[src/tccw_pkg.sv]
package tccw_pkg;

  // grid geometry
  localparam int COLUMNS = 80;
  localparam int ROWS    = 25;
  localparam int CELLS   = ROWS * COLUMNS;

  // field widths
  localparam int COL_W  = 7;
  localparam int ROW_W  = 5;
  localparam int ADDR_W = $clog2(CELLS);
  localparam int CNT_W  = $clog2(CELLS + 1);

  localparam logic [7:0] NEWLINE_CODE = 8'd10;

  // operation codes
  typedef enum logic [2:0] {
    OP_PUT_POS = 3'd0,
    OP_PUT_CUR = 3'd1,
    OP_CLR_ROW = 3'd2,
    OP_CLR_SCR = 3'd3,
    OP_READ    = 3'd4
  } opcode_t;

  // cell store write request
  typedef struct packed {
    logic              en;
    logic [ADDR_W-1:0] addr;
    logic [15:0]       data;
  } cell_wr_t;

endpackage

[src/tccw_addr_unit.sv]
module tccw_addr_unit
  import tccw_pkg::*;
(
  input  logic [ROW_W-1:0]  top_row,
  input  logic [ROW_W-1:0]  row,
  input  logic [COL_W-1:0]  col,
  output logic [ADDR_W-1:0] addr
);

  logic [ROW_W:0]   row_sum;
  logic [ROW_W-1:0] phys_row;

  // logical row to physical row in the ring of rows
  assign row_sum  = {1'b0, top_row} + {1'b0, row};
  assign phys_row = (row_sum >= (ROW_W+1)'(ROWS)) ? ROW_W'(row_sum - (ROW_W+1)'(ROWS))
                                                   : row_sum[ROW_W-1:0];

  // row base plus column
  assign addr = ADDR_W'(phys_row) * ADDR_W'(COLUMNS) + ADDR_W'(col);

endmodule

[config.mk]
export PLATFORM = sky130hd
export DESIGN_NAME = tccw_addr_unit
export DESIGN_NICKNAME = d
export VERILOG_FILES = /design/src/tccw_pkg.sv /design/src/tccw_addr_unit.sv
export SDC_FILE = /design/constraint.sdc
export NUM_CORES = 1
export LEC_CHECK = 0
export BUFFER_PORTS_ARGS = -buffer_cell sky130_fd_sc_hd__buf_2
export CELL_PAD_IN_SITES_DETAIL_PLACEMENT = 1
export CELL_PAD_IN_SITES_GLOBAL_PLACEMENT = 2
export CORE_ASPECT_RATIO = 0.9
export CORE_MARGIN = 10
export CORE_UTILIZATION = 26
export DETAILED_ROUTE_END_ITERATION = 10
export GPL_ROUTABILITY_DRIVEN = 0
export PLACE_DENSITY = 0.83
export SLEW_MARGIN = 20
export SYNTH_ARGS = -nofsm -noshare
export SYNTH_HDL_FRONTEND = slang
export SYNTH_SLANG_ARGS = --single-unit
[constraint.sdc]
create_clock -name vclk -period 5.1
set_clock_uncertainty 0.2 [all_clocks]
set_input_delay 0.51 -clock vclk [all_inputs]
set_output_delay 0.51 -clock vclk [all_outputs]
set_load 0.05 [all_outputs]
==> results by group, run 1 <==
Drt
  – Final ANT Viol Nets: 0
  – # DRC: 0
  – Drt first pass iters: 4
  – WL/cell: 18.0 um
  – Vias per inst: 4.86
  – Starting DRT DRC Count: 19
  – Routed WL: 2.81 mm
  – Via count: 758

STA
  – Fin. Hold Viols: 0
  – Slew of the pin with the lowest slew margin: between 0.4 and 0.5 ns
  – RSZ-0062 raised after global routing: yes
  – Total negative setup slack: -0.478 ns
  – Worst slew margin relative to its limit: about two thirds
  – Fin crit period: 5.37 ns
  – Post-route clock period utilization: 105%
  – Setup violations, final: 2
  – Final worst setup slack: -0.270 ns
  – Max-slew violations: 0
  – F_max: 186 MHz

Power
  – Pleak: 0.593 nW
  – Max VDD drop: 0.000595 V
  – Power Dens Cells: 779 mW/mm2

Floorplan
  – DIE HEIGHT: slightly below 70 um
  – Initial Utilization: a little over a quarter
  – Die Wd: about 73 um
  – Core Footprint: 0.00245 mm2
  – Row count: 17
  – I/O pin cnt: 28
  – Die ar.: 0.00500 mm2

Cells and area
  – Final core occ: 49.2%
  – Fill count: 293
  – Post-route non-filler standard cell count: 156
  – Seq. cell area: 0 um2
  – Final Cell Area: 0.00120 mm2
  – Final #Nets: 166
  – Clock buffer cells: 0
  – Area Overhead vs Synth: 80.1%
  – Share of cells above drive strength 1: about three fifths
  – Antenna diodes: 0
  – Most common cell after layout, fill and taps aside: buf_4
  – Most frequent cells in the layout: 34 x buf_4, 16 x buf_2, 11 x ha_1
  – Count of flip-flops and latches: 0

Status
  – Failing checks: negative setup slack
  – Status: finished with violations

Setup path
  – Worst path bufs/invs: 7
  – Cell mode on critical path: ha_4
  – Startpoint types: primary input
  – Highest net fanout along the worst path: 3
  – Critical path class: primary input to output pin
  – Worst path cell trace: buf_6 > ha_4 > fa_1 > inv_2 > ha_4 > inv_2 > buf_4 > nor4_2 > nor3_2 > o32ai_1 > xnor2_1 > buf_4 > ha_4 > ha_4 > fa_2 > nand2_2 > nor2b_4 > o21ai_2 > a221oi_2 > buf_4 > xnor2_4 > buf_6
  – Critical path arrival: between 4 and 5 ns
  – Critical Path RT: between 4 and 5 ns
  – Crit. End Element: output pin
  – Crit path largest cell delay: 0.57 ns
  – Cell family with most CP delay: adder cells
  – Slowest CP cell: fa_2

Placed design
  – Port Buffer Count: 20
  – Detailed placement HPWL: 1.87 mm
  – Post-DP Area: 980 um2
  – Placed Instances: 143
  – Worst slack at placement: -0.479 ns

Global route
  – GR Util All Layers: between 8 and 9%
  – Largest net degree at the start of global routing: 5
  – Initial antenna violation count: 0
  – Vias in the first global route: 822
  – First-pass GRT wire length: 3.62 mm
  – GRT overflow: 0

Job
  – Max Cap Viol: 0

Synthesis
  – Synth Net Count: about 110
  – Synth warn: 0
  – Cell Area, Synth: 668 um2
  – Yosys cell types: 29
  – Mapped Cells: 78
  – Sequential share of the synthesized area: 0%
  – Avg Cell Area, Syn: between 8 and 9 um2

Min path
  – Hold crit path type: primary input to output pin
[final cells by class]
type / count / area, um2 / share of cell area [%]
Multi-Input combinational cell: 69 / 769 / 63.9
Tap cell: 28 / 35.0 / 2.91
Inverter: 5 / 18.8 / 1.56
Timing Repair Buffer: 54 / 380 / 31.6
[kinds of logic (layout without fill, tap and decap cells)]
family	count (synthesis)	count (layout)	synth area share (%)
buffers and inverters	9	59	7.30
adders and majority gates	19	19	39.0
and+or+nand+nor	15	15	12.2
AOI/OAI and AO/OA	23	23	23.4
xor gates and xnor gates	10	10	13.1
muxes	2	2	5.06
[Yosys cell counts]
master | instances | area [um2]
nor2_2 | 1 | 6.26
and3_1 | 1 | 6.26
mux2i_4 | 1 | 22.5
o31a_1 | 1 | 8.76
inv_1 | 5 | 18.8
nor3_1 | 1 | 5.00
or3_1 | 1 | 6.26
xor2_1 | 2 | 17.5
o32ai_1 | 1 | 8.76
nor2_1 | 2 | 7.51
mux2_1 | 1 | 11.3
nand2_1 | 3 | 11.3
o21ai_1 | 1 | 5.00
a221oi_1 | 1 | 8.76
and2_1 | 1 | 6.26
o21ai_0 | 4 | 20.0
fa_1 | 3 | 60.1
a41o_1 | 1 | 10.0
o2bb2ai_1 | 1 | 8.76
nor3b_1 | 1 | 7.51
a211o_1 | 3 | 26.3
a21o_1 | 3 | 22.5
nor4_1 | 1 | 6.26
nor2b_1 | 3 | 18.8
a21oi_1 | 6 | 30.0
ha_1 | 16 | 200
buf_4 | 4 | 30.0
xnor2_1 | 8 | 70.1
o21a_1 | 1 | 7.51
[final timing paths]
kind  startpoint  endpoint  slack (ns)  cells after the start
max   top_row[0]  addr[10]       -0.27                     22
min       col[3]   addr[3]        0.82                      0
[where the power goes]
group          internal, W  total (W)  switching, W
clock                    0          0             0
sequential               0          0             0
combinational     0.000406   0.000937      0.000531
[metal layers]
layer | global-route usage (%) | part of all wire (%)
met1 | 8.41 | 34
met2 | 18.9 | 58
met3 | 1.88 | 5.1
met4 | 0.233 | 2.9
met5 | 0 | 0
[per-stage QoR]
stage               hold slack [ns]  total power, W
CTS                           0.821        0.000797
detailed placement            0.821        0.000726
finish                        0.820        0.000937
global placement              0.821        0.000702
floorplan                     0.987        0.000527
global route                  0.820         0.00101
[repair_timing]
item | in CTS | in global routing
hold buffers | 0 | 0
endpoints found under the setup margin | 2 | 2
gates resized for setup | 16 | 12
buffers inserted | 6 | 7
pin swaps | 14 | 16
No activity file was read; power rests on OpenSTA's default activity.
==> run 2, diff against run 1 <==
--- a/config.mk
+++ b/config.mk
@@ -16,2 +16,3 @@
 export PLACE_DENSITY = 0.83
+export RECOVER_POWER = 25
 export SLEW_MARGIN = 20
==> constraint.sdc (replaced) <==
create_clock -name vclk -period 5.1
set_clock_uncertainty 0.2 [all_clocks]
set_input_delay 0.765 -clock vclk [all_inputs]
set_output_delay 0.765 -clock vclk [all_outputs]
set_load 0.005 [all_outputs]
==> results by group, run 2 (synthesis gave the netlist of run 1 again) <==
Status
  – Failing checks: negative setup slack
  – Status: finished with violations

Global route
  – Initial antenna violation count: 0 (unchanged)
  – Vias in the first global route: 831 (+1.1%)
  – GR Util All Layers: 8.49% (-0.18 points)
  – First-pass GRT wire length: 3.64 mm (+0.58%)
  – Largest net degree at the start of global routing: 6 (+1)
  – GRT overflow: 0 (unchanged)

Setup path
  – Crit. End Element: output pin
  – Worst path bufs/invs: 3 (-4)
  – Critical path class: primary input to output pin
  – Critical Path RT: 4.14 ns (-0.25 ns)
  – Critical path arrival: 4.62 ns (-0.04 ns)
  – Highest net fanout along the worst path: 3 (unchanged)
  – Worst path cell trace: buf_6 > ha_4 > fa_2 > inv_2 > ha_4 > o31a_1 > a41o_1 > nor2_2 > mux2_4 > ha_4 > ha_4 > fa_1 > nand2_2 > nor2b_4 > o21ai_1 > a221oi_2 > xnor2_1 > buf_2
  – Startpoint types: primary input
  – Slowest CP cell: fa_2
  – Cell mode on critical path: ha_4
  – Cell family with most CP delay: adder cells
  – Crit path largest cell delay: 0.54 ns (-0.03 ns)

Cells and area
  – Clock buffer cells: 0 (unchanged)
  – Most frequent cells in the layout: 33 x buf_4, 18 x buf_2, 11 x ha_1
  – Antenna diodes: 0 (unchanged)
  – Share of cells above drive strength 1: 58.9% (-1.2 points)
  – Post-route non-filler standard cell count: 157 (+0.64%)
  – Fill count: 282 (-3.8%)
  – Final Cell Area: 0.00119 mm2 (-1.1%)
  – Count of flip-flops and latches: 0 (unchanged)
  – Most common cell after layout, fill and taps aside: buf_4
  – Area Overhead vs Synth: 78.1%
  – Final #Nets: 167 (+0.60%)
  – Seq. cell area: 0 um2 (unchanged)

Floorplan
  – Row count: 17 (unchanged)
  – I/O pin cnt: 28 (unchanged)
  – DIE HEIGHT: 68.1 um (unchanged)
  – Core Footprint: 0.00245 mm2 (unchanged)
  – Die ar.: 0.00500 mm2 (unchanged)
  – Initial Utilization: 27.3% (unchanged)
  – Die Wd: 73.4 um (unchanged)

Placed design
  – Post-DP Area: 0.00103 mm2 (+5.5%)
  – Placed Instances: 150 (+4.9%)
  – Port Buffer Count: 20 (unchanged)
  – Detailed placement HPWL: 1.84 mm (-1.6%)

STA
  – RSZ-0062 raised after global routing: yes
  – F_max: 179 MHz (-3.8%)
  – Post-route clock period utilization: 109% (+4.1 points)
  – Final worst setup slack: -0.482 ns (-0.211 ns)
  – Fin crit period: 5.58 ns (+0.211 ns)
  – Slew of the pin with the lowest slew margin: 0.372 ns (-0.107 ns)
  – Setup violations, final: 2 (unchanged)
  – Fin. Hold Viols: 0 (unchanged)
  – Max-slew violations: 0 (unchanged)
  – Min Hold Slack: 1.33 ns (+0.510 ns)
  – Worst slew margin relative to its limit: 75.0% (+7.2 points)

Drt
  – Starting DRT DRC Count: 14 (-5)
  – # DRC: 0 (unchanged)
  – Final ANT Viol Nets: 0 (unchanged)
  – Drt first pass iters: 4 (unchanged)
  – Routed WL: 2.15 mm (-24%)
  – Vias per inst: 4.92 (+1.2%)
  – WL/cell: 13.7 um (-24%)
  – Via count: 772 (+1.8%)

Min path
  – Hold crit path type: primary input to output pin

Power
  – Power Dens Cells: 538 mW/mm2 (-31%)
  – Pleak: 0.594 nW (+0.17%)
  – Max VDD drop: 0.000462 V (-22%)
  – Final Power: 0.000640 W (-32%)

Job
  – Max Cap Viol: 0 (unchanged)

Clock network
  – Hold buffers post-CTS: 0 (unchanged)
==> run 2: layer usage <==
| metal | wire length (um) | vias up | global-route usage [%] |
|---|---|---|---|
| li1 | - | 387 | - |
| met1 | 859 | 373 | 9.56 |
| met2 | 1210 | 8 | 17.8 |
| met3 | 57 | 4 | 0.434 |
| met4 | 21 | 0 | 0.233 |
| met5 | 0 | - | 0 |
==> run 2: final timing paths <==
path    from  depth (start not counted)  slack [ns]       end
min   col[2]                          0        1.33   addr[2]
max   row[0]                         18       -0.48  addr[10]
==> run 2: what timing repair did <==
item	in CTS	in global routing
cloned	0	0
setup buffers	4	4
resized for setup	16	6
pin swaps	13	6
endpoints found under the setup margin	4	4
==> run 2: metrics by stage <==
step / util (%) / TNS, ns / worst slack [ns]
final: 48.6 / -0.904 / -0.482
after global routing: 48.6 / -1.39 / -0.688
after CTS: 46.5 / -0.790 / -0.496
after detailed placement: 42.3 / -1.38 / -0.782
after global placement: 42.3 / -0.840 / -0.590
after floorplan: - / -0.215 / -0.215
==> run 2: report_power, final <==
| part | total [W] | switching (W) | internal (W) |
|---|---|---|---|
| clock | 0 | 0 | 0 |
| combinational | 0.000640 | 0.000273 | 0.000367 |
| sequential | 0 | 0 | 0 |
==> run 2: layout make-up <==
type,instances,area (um2),share of cell area (%)
well taps,28,35.0,2.94
inverters,5,18.8,1.58
multi-input cells,69,753,63.3
repair buffers,55,383,32.2
